### config.mk
export PLATFORM = sky130hd
export DESIGN_NAME = detuned_osc_bank_svf_voice_unit
export DESIGN_NICKNAME = d
export VERILOG_FILES = /design/src/sv/dosv_pkg.sv /design/src/sv/dosv_osc_bank.sv /design/src/sv/dosv_svf.sv /design/src/sv/detuned_osc_bank_svf_voice_unit.sv
export SDC_FILE = /design/constraint.sdc
export NUM_CORES = 2
export LEC_CHECK = 0
export BUFFER_PORTS_ARGS = -buffer_cell sky130_fd_sc_hd__buf_2
export CORE_MARGIN = 2
export CORE_UTILIZATION = 56
export CTS_BUF_LIST = sky130_fd_sc_hd__clkbuf_8
export CTS_CLUSTER_SIZE = 14
export DETAILED_ROUTE_END_ITERATION = 8
export HOLD_SLACK_MARGIN = 0.12
export PLACE_DENSITY = 0.84
export SLEW_MARGIN = 40
export SYNTH_ARGS = -nofsm -noshare
export SYNTH_HDL_FRONTEND = slang
export SYNTH_HIERARCHICAL = 1
export SYNTH_SLANG_ARGS = --single-unit
export TNS_END_PERCENT = 50
### constraint.sdc
create_clock -name clk -period 16 [get_ports clk]
set_clock_uncertainty 0.05 [all_clocks]
set_input_delay 0.8 -clock clk [delete_from_list [all_inputs] [get_ports clk]]
set_output_delay 0.8 -clock clk [all_outputs]
set_load 0.01 [all_outputs]
### src/sv/dosv_pkg.sv
// shared constants, microcode format, microcode table and helpers for the voice block
package dosv_pkg;

  // bank size
  localparam int NUM_OSC    = 8;
  localparam int OVERSAMPLE = 8;

  // oscillator datapath widths
  localparam int PHASE_W = 32;
  localparam int PSUM_W  = PHASE_W + $clog2(NUM_OSC);
  localparam int SUM_W   = PHASE_W + $clog2(NUM_OSC * OVERSAMPLE);
  localparam int Y_W     = SUM_W - 9;
  localparam int OSC_W   = 24 + $clog2(OVERSAMPLE);
  localparam int REP_W   = (OVERSAMPLE > 1) ? $clog2(OVERSAMPLE) : 1;

  // floor divide by NUM_OSC as a round-up reciprocal multiply, exact for y < 2^Y_W
  localparam int RECIP_K = Y_W + $clog2(NUM_OSC);
  localparam int M_W     = Y_W + 1;
  localparam int OSCM_W  = Y_W + M_W;
  localparam longint unsigned RECIP_FULL =
    ((64'd1 << RECIP_K) + 64'(NUM_OSC) - 64'd1) / 64'(NUM_OSC);
  localparam logic [M_W-1:0] RECIP_M = RECIP_FULL[M_W-1:0];

  // filter datapath widths
  localparam int DATA_W  = 32;
  localparam int CUT_W   = 16;
  localparam int DAMP_W  = 17;
  localparam int MUL_A_W = 34;
  localparam int MUL_B_W = 18;
  localparam int PROD_W  = MUL_A_W + MUL_B_W;
  localparam int FRAC_W  = 16;
  localparam int SH_W    = PROD_W - FRAC_W;
  localparam int DIFF_W  = 34;
  localparam int EXT_W   = 38;

  // configuration register indexes
  localparam int CFG_IDX_W = 2;
  localparam logic [CFG_IDX_W-1:0] REG_BASE_INCREMENT = 2'd0;
  localparam logic [CFG_IDX_W-1:0] REG_DETUNE_STEP    = 2'd1;
  localparam logic [CFG_IDX_W-1:0] REG_WAVE_MASK_TOP  = 2'd2;
  localparam int MASK_W = 8;

  // microcode steps
  localparam int STEP_W = 4;
  localparam logic [STEP_W-1:0] STEP_IDLE    = 4'd0;
  localparam logic [STEP_W-1:0] STEP_TICK    = 4'd1;
  localparam logic [STEP_W-1:0] STEP_DRAIN   = 4'd2;
  localparam logic [STEP_W-1:0] STEP_OSC     = 4'd3;
  localparam logic [STEP_W-1:0] STEP_DIFF1   = 4'd4;
  localparam logic [STEP_W-1:0] STEP_MULCD1  = 4'd5;
  localparam logic [STEP_W-1:0] STEP_BP1     = 4'd6;
  localparam logic [STEP_W-1:0] STEP_MULCB2  = 4'd7;
  localparam logic [STEP_W-1:0] STEP_LP2     = 4'd8;
  localparam logic [STEP_W-1:0] STEP_DIFF2   = 4'd9;
  localparam logic [STEP_W-1:0] STEP_MULCD2  = 4'd10;
  localparam logic [STEP_W-1:0] STEP_BP2     = 4'd11;
  localparam logic [STEP_W-1:0] STEP_LAST    = STEP_BP2;

  typedef enum logic [1:0] {
    MUL_NONE = 2'd0,
    MUL_CB   = 2'd1,
    MUL_BD   = 2'd2,
    MUL_CD   = 2'd3
  } mul_sel_t;

  typedef enum logic [1:0] {
    JMP_NEXT = 2'd0,
    JMP_LOOP = 2'd1,
    JMP_HOME = 2'd2
  } jump_t;

  typedef struct packed {
    logic     wait_in;
    logic     wait_out;
    logic     capture;
    logic     tick;
    logic     acc_clr;
    logic     acc_add;
    logic     osc_upd;
    mul_sel_t mul_sel;
    logic     lp_upd;
    logic     diff_upd;
    logic     bp_upd;
    logic     emit;
    jump_t    jump;
  } ucode_t;

  localparam ucode_t UCODE_NOP = '{
    wait_in:  1'b0,
    wait_out: 1'b0,
    capture:  1'b0,
    tick:     1'b0,
    acc_clr:  1'b0,
    acc_add:  1'b0,
    osc_upd:  1'b0,
    mul_sel:  MUL_NONE,
    lp_upd:   1'b0,
    diff_upd: 1'b0,
    bp_upd:   1'b0,
    emit:     1'b0,
    jump:     JMP_NEXT
  };

  // control store
  function automatic ucode_t ucode_rom(input logic [STEP_W-1:0] step);
    ucode_t w;
    w = UCODE_NOP;
    unique case (step)
      STEP_IDLE: begin
        w.wait_in = 1'b1;
        w.capture = 1'b1;
        w.acc_clr = 1'b1;
      end
      STEP_TICK: begin
        w.tick    = 1'b1;
        w.acc_add = 1'b1;
        w.jump    = JMP_LOOP;
      end
      STEP_DRAIN: begin
        w.acc_add = 1'b1;
        w.mul_sel = MUL_CB;
      end
      STEP_OSC: begin
        w.osc_upd = 1'b1;
        w.mul_sel = MUL_BD;
        w.lp_upd  = 1'b1;
      end
      STEP_DIFF1:  w.diff_upd = 1'b1;
      STEP_MULCD1: w.mul_sel  = MUL_CD;
      STEP_BP1:    w.bp_upd   = 1'b1;
      STEP_MULCB2: w.mul_sel  = MUL_CB;
      STEP_LP2: begin
        w.mul_sel = MUL_BD;
        w.lp_upd  = 1'b1;
      end
      STEP_DIFF2:  w.diff_upd = 1'b1;
      STEP_MULCD2: w.mul_sel  = MUL_CD;
      STEP_BP2: begin
        w.wait_out = 1'b1;
        w.bp_upd   = 1'b1;
        w.emit     = 1'b1;
        w.jump     = JMP_HOME;
      end
      default: w.jump = JMP_HOME;
    endcase
    return w;
  endfunction

  // clamp to the signed 32-bit range
  function automatic logic signed [DATA_W-1:0] sat32(input logic signed [EXT_W-1:0] v);
    logic signed [DATA_W-1:0] r;
    if (v[EXT_W-1:DATA_W-1] == '0 || v[EXT_W-1:DATA_W-1] == '1) begin
      r = v[DATA_W-1:0];
    end else if (v[EXT_W-1]) begin
      r = {1'b1, {(DATA_W-1){1'b0}}};
    end else begin
      r = {1'b0, {(DATA_W-1){1'b1}}};
    end
    return r;
  endfunction

endpackage

### src/sv/dosv_osc_bank.sv
// oscillator lanes, oversampled masked-phase accumulator and conversion to q2.24
module dosv_osc_bank (
  input  logic                                    clk,
  input  logic                                    rst,
  input  dosv_pkg::ucode_t                        ctl,
  input  logic [dosv_pkg::PHASE_W-1:0]            base_increment,
  input  logic [dosv_pkg::PHASE_W-1:0]            detune_step,
  input  logic [dosv_pkg::MASK_W-1:0]             wave_mask_top,
  output logic signed [dosv_pkg::OSC_W-1:0]       osc
);

  logic [dosv_pkg::PHASE_W-1:0] inc   [dosv_pkg::NUM_OSC];
  logic [dosv_pkg::PHASE_W-1:0] phase [dosv_pkg::NUM_OSC];
  logic [dosv_pkg::PHASE_W-1:0] mask;
  logic [dosv_pkg::PSUM_W-1:0]  psum_next;
  logic [dosv_pkg::PSUM_W-1:0]  psum;
  logic [dosv_pkg::SUM_W-1:0]   acc;
  logic [dosv_pkg::SUM_W:0]     twice;
  logic [dosv_pkg::SUM_W:0]     y_full;
  logic [dosv_pkg::Y_W-1:0]     y;
  logic [dosv_pkg::OSCM_W-1:0]  oscm;
  logic                         neg;

  assign mask = {wave_mask_top, {(dosv_pkg::PHASE_W-dosv_pkg::MASK_W){1'b0}}};

  // one lane per oscillator, increments follow the config registers
  for (genvar i = 0; i < dosv_pkg::NUM_OSC; i++) begin : g_lane
    always_ff @(posedge clk) begin
      inc[i] <= base_increment + detune_step * dosv_pkg::PHASE_W'(i);
    end

    always_ff @(posedge clk) begin
      if (rst) begin
        phase[i] <= '0;
      end else if (ctl.tick) begin
        phase[i] <= phase[i] + inc[i];
      end
    end
  end

  always_comb begin
    psum_next = '0;
    for (int i = 0; i < dosv_pkg::NUM_OSC; i++) begin
      psum_next = psum_next + dosv_pkg::PSUM_W'(phase[i] & mask);
    end
  end

  // lane sum is registered, accumulator trails by one tick
  always_ff @(posedge clk) begin
    if (ctl.acc_clr) begin
      psum <= '0;
      acc  <= '0;
    end else begin
      if (ctl.tick) begin
        psum <= psum_next;
      end
      if (ctl.acc_add) begin
        acc <= acc + dosv_pkg::SUM_W'(psum);
      end
    end
  end

  // floor((2*sum - n) / (n * 1024))
  assign twice  = {acc, 1'b0};
  assign y_full = twice - (dosv_pkg::SUM_W + 1)'(dosv_pkg::NUM_OSC);
  assign y      = y_full[dosv_pkg::SUM_W:10];

  always_ff @(posedge clk) begin
    if (ctl.osc_upd) begin
      oscm <= y * dosv_pkg::RECIP_M;
      neg  <= (twice < (dosv_pkg::SUM_W + 1)'(dosv_pkg::NUM_OSC));
    end
  end

  assign osc = neg ? '1 : {1'b0, oscm[dosv_pkg::RECIP_K +: dosv_pkg::OSC_W-1]};

endmodule

### src/sv/dosv_svf.sv
// two-pass state-variable filter datapath around one shared multiplier
module dosv_svf (
  input  logic                                  clk,
  input  logic                                  rst,
  input  dosv_pkg::ucode_t                      ctl,
  input  logic [dosv_pkg::CUT_W-1:0]            cutoff_coef,
  input  logic [dosv_pkg::DAMP_W-1:0]           damping_coef,
  input  logic signed [dosv_pkg::OSC_W-1:0]     osc,
  output logic signed [dosv_pkg::DATA_W-1:0]    lp
);

  logic [dosv_pkg::CUT_W-1:0]          c_reg;
  logic [dosv_pkg::DAMP_W-1:0]         d_reg;
  logic signed [dosv_pkg::DATA_W-1:0]  bp;
  logic signed [dosv_pkg::DIFF_W-1:0]  diff;
  logic signed [dosv_pkg::MUL_A_W-1:0] mul_a;
  logic signed [dosv_pkg::MUL_B_W-1:0] mul_b;
  logic signed [dosv_pkg::PROD_W-1:0]  prod;
  logic signed [dosv_pkg::SH_W-1:0]    prod_sh;
  logic signed [dosv_pkg::EXT_W-1:0]   lp_sum;
  logic signed [dosv_pkg::EXT_W-1:0]   bp_sum;
  logic signed [dosv_pkg::EXT_W-1:0]   diff_sum;

  always_ff @(posedge clk) begin
    if (ctl.capture) begin
      c_reg <= cutoff_coef;
      d_reg <= damping_coef;
    end
  end

  always_comb begin
    unique case (ctl.mul_sel)
      dosv_pkg::MUL_CB: begin
        mul_a = dosv_pkg::MUL_A_W'(bp);
        mul_b = {2'b00, c_reg};
      end
      dosv_pkg::MUL_BD: begin
        mul_a = dosv_pkg::MUL_A_W'(bp);
        mul_b = {1'b0, d_reg};
      end
      dosv_pkg::MUL_CD: begin
        mul_a = diff;
        mul_b = {2'b00, c_reg};
      end
      dosv_pkg::MUL_NONE: begin
        mul_a = '0;
        mul_b = '0;
      end
    endcase
  end

  always_ff @(posedge clk) begin
    if (ctl.mul_sel != dosv_pkg::MUL_NONE) begin
      prod <= mul_a * mul_b;
    end
  end

  // floor shift of the last product
  assign prod_sh  = signed'(prod[dosv_pkg::PROD_W-1:dosv_pkg::FRAC_W]);
  assign lp_sum   = dosv_pkg::EXT_W'(lp) + dosv_pkg::EXT_W'(prod_sh);
  assign bp_sum   = dosv_pkg::EXT_W'(bp) + dosv_pkg::EXT_W'(prod_sh);
  assign diff_sum = dosv_pkg::EXT_W'(osc) - dosv_pkg::EXT_W'(lp) - dosv_pkg::EXT_W'(prod_sh);

  always_ff @(posedge clk) begin
    if (ctl.diff_upd) begin
      diff <= diff_sum[dosv_pkg::DIFF_W-1:0];
    end
  end

  always_ff @(posedge clk) begin
    if (rst) begin
      lp <= '0;
      bp <= '0;
    end else begin
      if (ctl.lp_upd) begin
        lp <= dosv_pkg::sat32(lp_sum);
      end
      if (ctl.bp_upd) begin
        bp <= dosv_pkg::sat32(bp_sum);
      end
    end
  end

endmodule

### src/sv/detuned_osc_bank_svf_voice_unit.sv
// top level of the detuned oscillator bank voice with state-variable filter
//
// in channel: in_valid/in_ready carry one word per output sample, holding
// cutoff_coef (q0.16) and damping_coef (q1.16, 65536 is one). out channel:
// out_valid/out_ready carry one lowpass_sample word (q7.24, saturated) per
// input word, in order.
// config: cfg_we writes cfg_data into register cfg_index (0 base increment,
// 1 detune step, 2 top byte of the phase mask) at the clock edge; other
// indexes are dropped. write only while the block is idle.
// sequencing: a microcoded sequencer walks a 12-step control store. one idle
// step takes the word, one tick step repeats OVERSAMPLE times (all lanes
// advance together), then ten steps run the oscillator sum conversion and
// the two filter passes through one shared 34x18 multiplier.
// a word is taken only in the idle step, so the next word waits until the
// current one has run every step; in_ready returns once the result is
// registered.
// stall: the result sits in the output register; the next word is taken and
// worked on meanwhile, and the last step waits only if the register is full.
// reset (synchronous, rst high): phases, filter state and the output valid
// flag clear, registers go to 0, 0 and 255.
module detuned_osc_bank_svf_voice_unit (
  input  logic                                     clk,
  input  logic                                     rst,
  input  logic                                     in_valid,
  output logic                                     in_ready,
  input  logic [dosv_pkg::CUT_W-1:0]               cutoff_coef,
  input  logic [dosv_pkg::DAMP_W-1:0]              damping_coef,
  output logic                                     out_valid,
  input  logic                                     out_ready,
  output logic signed [dosv_pkg::DATA_W-1:0]       lowpass_sample,
  input  logic                                     cfg_we,
  input  logic [dosv_pkg::CFG_IDX_W-1:0]           cfg_index,
  input  logic [dosv_pkg::PHASE_W-1:0]             cfg_data
);

  // config registers
  logic [dosv_pkg::PHASE_W-1:0] base_increment;
  logic [dosv_pkg::PHASE_W-1:0] detune_step;
  logic [dosv_pkg::MASK_W-1:0]  wave_mask_top;

  // sequencer
  logic [dosv_pkg::STEP_W-1:0] upc;
  logic [dosv_pkg::STEP_W-1:0] upc_next;
  logic [dosv_pkg::REP_W-1:0]  rep;
  logic [dosv_pkg::REP_W-1:0]  rep_next;
  dosv_pkg::ucode_t            cw;
  dosv_pkg::ucode_t            ctl;
  logic                        hold;
  logic                        rep_done;

  // datapath links
  logic signed [dosv_pkg::OSC_W-1:0]  osc;
  logic signed [dosv_pkg::DATA_W-1:0] lp;
  logic                               out_valid_next;

  always_ff @(posedge clk) begin
    if (rst) begin
      base_increment <= '0;
      detune_step    <= '0;
      wave_mask_top  <= '1;
    end else if (cfg_we) begin
      unique case (cfg_index)
        dosv_pkg::REG_BASE_INCREMENT: base_increment <= cfg_data;
        dosv_pkg::REG_DETUNE_STEP:    detune_step    <= cfg_data;
        dosv_pkg::REG_WAVE_MASK_TOP:  wave_mask_top  <= cfg_data[dosv_pkg::MASK_W-1:0];
        default: ;
      endcase
    end
  end

  // fetch the control word; a waiting step does nothing
  assign cw       = dosv_pkg::ucode_rom(upc);
  assign hold     = (cw.wait_in && !in_valid) || (cw.wait_out && out_valid && !out_ready);
  assign ctl      = hold ? dosv_pkg::UCODE_NOP : cw;
  assign in_ready = (upc == dosv_pkg::STEP_IDLE) && !rst;
  assign rep_done = (rep == dosv_pkg::REP_W'(dosv_pkg::OVERSAMPLE - 1));

  always_comb begin
    upc_next = upc;
    rep_next = rep;
    if (!hold) begin
      unique case (cw.jump)
        dosv_pkg::JMP_NEXT: upc_next = upc + 1'b1;
        dosv_pkg::JMP_LOOP: begin
          if (rep_done) begin
            upc_next = upc + 1'b1;
            rep_next = '0;
          end else begin
            rep_next = rep + 1'b1;
          end
        end
        dosv_pkg::JMP_HOME: upc_next = dosv_pkg::STEP_IDLE;
        default:            upc_next = dosv_pkg::STEP_IDLE;
      endcase
    end
  end

  always_ff @(posedge clk) begin
    if (rst) begin
      upc <= dosv_pkg::STEP_IDLE;
      rep <= '0;
    end else begin
      upc <= upc_next;
      rep <= rep_next;
    end
  end

  dosv_osc_bank u_osc_bank (
    .clk            (clk),
    .rst            (rst),
    .ctl            (ctl),
    .base_increment (base_increment),
    .detune_step    (detune_step),
    .wave_mask_top  (wave_mask_top),
    .osc            (osc)
  );

  dosv_svf u_svf (
    .clk          (clk),
    .rst          (rst),
    .ctl          (ctl),
    .cutoff_coef  (cutoff_coef),
    .damping_coef (damping_coef),
    .osc          (osc),
    .lp           (lp)
  );

  // output register
  always_comb begin
    out_valid_next = out_valid;
    if (ctl.emit) begin
      out_valid_next = 1'b1;
    end else if (out_ready) begin
      out_valid_next = 1'b0;
    end
  end

  always_ff @(posedge clk) begin
    if (rst) begin
      out_valid <= 1'b0;
    end else begin
      out_valid <= out_valid_next;
    end
  end

  always_ff @(posedge clk) begin
    if (ctl.emit) begin
      lowpass_sample <= lp;
    end
  end

  // the program counter stays inside the control store
  a_upc_range: assert property (@(posedge clk) disable iff (rst)
    upc <= dosv_pkg::STEP_LAST)
    else $error("sequencer left the control store");

  // a taken word starts the oscillator ticks next cycle
  a_accept_tick: assert property (@(posedge clk) disable iff (rst)
    (in_valid && in_ready) |=> (upc == dosv_pkg::STEP_TICK))
    else $error("accepted word did not start the tick loop");

  // the repeat counter only runs inside the tick loop
  a_rep_idle: assert property (@(posedge clk) disable iff (rst)
    (upc != dosv_pkg::STEP_TICK) |-> (rep == '0))
    else $error("repeat counter nonzero outside the tick loop");

  // a result is never written over one that is still waiting
  a_no_overwrite: assert property (@(posedge clk) disable iff (rst)
    ctl.emit |-> !(out_valid && !out_ready))
    else $error("output word overwritten while stalled");

endmodule

# --- Yosys cells after proc, flatten, opt, wreduce, memory -nomap -nowiden ---
# Memory sizes are Yosys's and may differ from the RTL's.
# Cells that the tools add are included.
# Widths: inputs -> output; s select.
op_classes:
  n_addsub: 30
  multipliers: 5
  magnitude_cmp: 1
  n_eq_ne: 21
  muxes: 36
  bitwise_logic: 17
  reduce_logical: 32
ops:
  columns: ["cell", "n"]
  rows:
  - ["$add 32x32->32", 15]
  - ["$mux 32", 12]
  - ["$and 32x32->32", 8]
  - ["$add 35x35->35", 7]
  - ["$pmux 34 s3", 1]
  - ["$add 32x36->37", 2]
  - ["$mul 32x3->32 const B", 2]
  - ["$pmux 18 s3", 1]
  - ["$mul 34x18->52", 1]
  - ["$lt 39x4->1 const B", 1]
  - ["$sub 39x4->39 const B", 1]
  - ["$add 38x35->38", 1]
  - ["$sub 34x34->34", 1]
  - ["$sub 27x32->33", 1]
  - ["$mul 32x2->31 const B", 1]
  - ["$mul 32x2->32 const B", 1]
  - ["$mux 27", 1]
  - ["$eq 4x3->1 const B", 4]
  - ["$eq 4x4->1 const B", 4]
  - ["$reduce_or 2->1", 8]
  - ["$mux 1", 15]
  - ["$eq 7x7->1 const B", 2]
  - ["$logic_not 7->1", 2]
  - ["$mux 13", 1]
  - ["other kinds (23)", 49]
totals:
  register_bits: 398
  mem_bits_rw: 512
  out_inout_bits: 34
  elab_cells: 161
  memories: 2
memory_table:
  columns: ["name", "words", "word_bits", "read_ports", "rd_clocked_by_memory_dff", "write_ports", "line_no", "text"]
  rows:
  - ["u_osc_bank.inc", 8, 32, 8, 0, 8, "dosv_osc_bank.sv:12", "logic [dosv_pkg::PHASE_W-1:0] inc [dosv_pkg::NUM_OSC];"]
  - ["u_osc_bank.phase", 8, 32, 8, 0, 8, "dosv_osc_bank.sv:13", "logic [dosv_pkg::PHASE_W-1:0] phase [dosv_pkg::NUM_OSC];"]

# --- Logic depth before layout (Yosys ltp) ---
logic_depth:
  ltp_word: 10
  depth_mapped: 37

# --- Cells and area by module ---
# The synthesis kept the hierarchy.
modules_own_cells:
  columns: ["mod", "instances", "cells_per_inst", "area_per_inst_um2", "seq_area_each_um2"]
  rows:
  - ["dosv_osc_bank", 1, 4723, 44552.7, 13923.4]
  - ["dosv_svf", 1, 3646, 32431.1, 4374.2]
  - ["detuned_osc_bank_svf_voice_unit", 1, 434, 4136.5, 2562.5]

# --- Worst setup path after synthesis ---
# OpenSTA, ideal clock, no wires.
synth_timing:
  path_kind: "input-to-reg"
  from: "input port out_ready"
  to: "register u_svf/prod[45] in the netlist's numbering (data pin)"
  setup_ns: 0.259
  t_arrival_ns: 8.498
  required_time_ns: 15.691
  slack_ns: 7.194
  path_stages: 31
  cell_sequence: "nand2b_1 o22ai_4 a211oi_1 ha_1 clkbuf_1 nor2_1 nor2_1 clkbuf_1 a22o_1 clkbuf_1 nand2_1 fa_1 inv_1 fa_1 fa_1 fa_1 fa_1 inv_1 fa_1 inv_1 ha_1 a21o_1 a21oi_1 o21bai_1 a211oi_1 o21ai_0 nor3_1 o311ai_1 a311o_1 a31o_1 xor2_1"
synth_rtl:
  columns: ["item", "line_no", "text"]
  rows:
  - ["start, declared", "detuned_osc_bank_svf_voice_unit.sv:29", "input logic out_ready,"]
  - ["end signal, assigned", "dosv_svf.sv:54", "prod <= mul_a * mul_b;"]
  - ["end, declared", "dosv_svf.sv:18", "logic signed [dosv_pkg::PROD_W-1:0] prod;"]

==> metrics.md <==
| Metric | Value |
|---|---|
| CP top delay family | `adder cells` |
| H-tree levels | `4` |
| Number of enable flip-flop cells after synthesis | `418` |
| Largest registers | `u_osc_bank/phase: 256 flops, u_osc_bank/inc: 246 flops, u_svf/prod: 36 flops` |
| Commonest non-fill, non-tap cell in the layout | `inv_1` |
| Max-Cap Viols | `0` |
| Synthesized area | `81,100 um^2` |
| Synth cell types | `116` |
| Worst-path maximum fanout | `31` |
| CP arrival | `10.75 ns` |
| Num CTS Buffers | `153` |
| CTS tree | `yes` |
| Post-route ant nets | `0` |
| CTS Sinks | `833` |
| Slew @ Worst Pin | `0.908 ns` |
| Core Box Area | `144,000 um^2` |
| Count of state elements after synthesis | `833` |
| DRT Pass-1 Iters | `9` |
| Worst Path Required | `16.68 ns` |
| Crit-path max cell delay | `0.65 ns` |
| Failing checks | `design-rule violations` |
| Peak VDD IR | `0.162 mV` |
| Final HPWL from detailed placement | `179 mm` |
| Share of cells above drive strength 1 | `6.71%` |
| Area growth, synth to finish | `8.46%` |
| Slowest-stage cell, CP | `ha_2` |
| Max Fclk | `99.3 MHz` |
| Fin cells | `11,048` |
| Period utilization | `62.9%` |
| Ys async rst share | `0%` |
| Origin of the critical flop-to-flop path | `upc[0]` |
| HP Start | `cfg_data[31]` |
| Clock Latency Late Sink | `0.95 ns` |
| Detailed Route WL | `235 mm` |
| RSZ-0062 raised after global routing | `false` |
| Hold slack | `0.220 ns` |
| Largest net degree at the start of global routing | `116` |
| Initial Util | `56.5%` |
| Slew margin rel. | `39.1%` |
| Root Driver | `clkbuf_8` |
| Inst Count DP | `10,693` |
| Routability-driven placement congestion ratio | `1.01` |
| Setup CP Type | `register to register` |
| Clock transition at path regs | `0.06 ns` |
| Initial drt markers | `6,710` |
| Most frequent cells in the layout | `inv_1, nand2_1, nor2_1` |
| # DRC | `16` |
| Die height | `385 um` |
| Cts repair resizes | `0` |
| Outcome | `complete, but fails checks` |
| Reg with most FFs | `u_osc_bank/phase` |
| Die X-Extent | `385 um` |
| Hold WC Path Type | `input pin to register` |
| Global route total overflow | `0` |
| Cell Rows | `139` |
| Lkg Pwr | `41.4 nW` |
| Vias in the first global route | `66,782` |
| CP bufs+invs | `9` |
| Slew Limit Fails | `0` |
| Via/cell ratio | `6.07` |
| Global-route wire length before repair | `367 mm` |
| Setup TNS | `0 ns` |
| CP Capture Type | `register` |
| Overall die area | `148,000 um^2` |
| CTS Buffer Depth | `3` |
| Synth Warn # | `6` |
| Synth Area per Inst | `9.22 um^2` |
| Critical Path Start | `upc[0]` |
| Final setup viols | `0` |
| Post-layout utilization of the core | `61.2%` |
| Post-layout nets | `10,661` |
| Design area | `88,000 um^2` |
| Predominant post-synthesis flop cell | `edfxtp_1` |
| Initial antenna violation count | `5` |
| Sequential fraction of the synthesis area | `25.7%` |
| Period minus WS final | `10.07 ns` |
| Worst setup SP type | `register` |
| Max reg flops | `256` |
| All-Layer GR Usage | `31.6%` |
| DR vias | `67,071` |
| IO Pins | `106` |
| Power Density | `93.6 nW/um^2` |
| Area post-placement | `84,100 um^2` |
| DR WL/cell | `21.3 um` |
| Port bufs | `105` |
| Fin. Hold Viols | `0` |
| Mapped Cells | `8,803` |
cell usage after synthesis, types with 17 or more instances:
cell,count,area share [%]
a311oi_1,44,0.48
nor2_1,831,3.8
nor4_1,23,0.18
a21boi_0,18,0.17
a211oi_1,56,0.52
o21ai_0,265,1.6
nor3b_1,17,0.16
o211ai_1,40,0.37
nand3_1,135,0.83
inv_1,1092,5.1
ha_1,813,13
buf_2,20,0.12
or3_1,50,0.39
a22o_1,21,0.23
a22oi_1,25,0.23
edfxtp_1,418,15
nand2_1,858,4.0
nand2b_1,84,0.65
xor2_1,231,2.5
and4_1,17,0.18
or2_2,49,0.38
and2_1,86,0.66
nor2b_1,98,0.76
clkbuf_1,199,0.92
xnor2_1,324,3.5
nor3_1,118,0.73
nand3b_1,18,0.17
o31ai_1,28,0.26
mux2i_1,30,0.37
a31oi_1,68,0.52
o32ai_2,29,0.58
a21o_1,292,2.7
o21ai_1,52,0.32
dfxtp_1,415,10
a211o_1,19,0.21
o21bai_1,75,0.69
o21a_1,96,0.89
fa_1,764,19
nand4_1,51,0.39
and3_1,80,0.62
a21oi_1,606,3.7
kinds of logic (layout without fill, tap and decap cells):
kind of cell | count (synthesis) | in the layout | synth area share, %
and+or+nand+nor | 2544 | 2544 | 14.2
AOI/OAI and AO/OA | 1926 | 1926 | 16.0
adders and majority gates | 1577 | 1577 | 31.4
buffers and inverters | 1332 | 1656 | 6.25
DFF | 833 | 833 | 25.7
xor gates and xnor gates | 557 | 557 | 6.04
muxes | 32 | 32 | 0.401
other | 2 | 20 | 0.00926
timing repair:
action	CTS	global route
hold buffers	64	0
hold endpoints to repair	101	0
setup buffers	0	0
worst min-delay path: stages:
cell     delay [ns]
buf_2          0.18
nand2_1        0.08
a21oi_1        0.05
report_power, final:
part	total [mW]	internal [mW]	leakage [nW]	switching (mW)
clock network	2.12	1.10	1.82	1.02
logic	3.30	1.23	32.0	2.07
registers	2.82	2.60	7.59	0.214
metrics by stage:
stage | setup WS [ns] | power, mW
global route | 5.36 | 8.71
finish | 5.93 | 8.24
CTS | 5.79 | 8.17
detailed placement | 5.77 | 6.02
floorplan | 7.19 | 5.10
global placement | 5.67 | 5.89
worst paths after layout:
path	end	cells after the start	slack, ns
setup / recovery	u_svf/prod[45]	35	5.93
hold / removal	base_increment[31]	3	0.22
setup reg to reg	u_svf/prod[45]	35	5.93
hold reg to reg	u_osc_bank/inc[0][64]	0	0.33
per-layer routing:
metal	routed length, um	global-route usage (%)	vias up
li1	-	-	30351
met4	12500	15.2	0
met1	92000	40.9	32434
met5	0	0	-
met3	24200	6.93	779
met2	106000	50.4	3507
cell type report:
| class | count | area (um^2) |
|---|---|---|
| multi-input cells | 6652 | 55400 |
| fillers | 11779 | 55700 |
| diodes | 4 | 10.0 |
| well taps | 1903 | 2380 |
| flip-flops and latches | 833 | 20900 |
| clock buffers | 168 | 2310 |
| inverters | 1093 | 4100 |
| repair buffers | 279 | 2050 |
| clock inverters | 116 | 813 |
(Power assumes the default switching activity.)
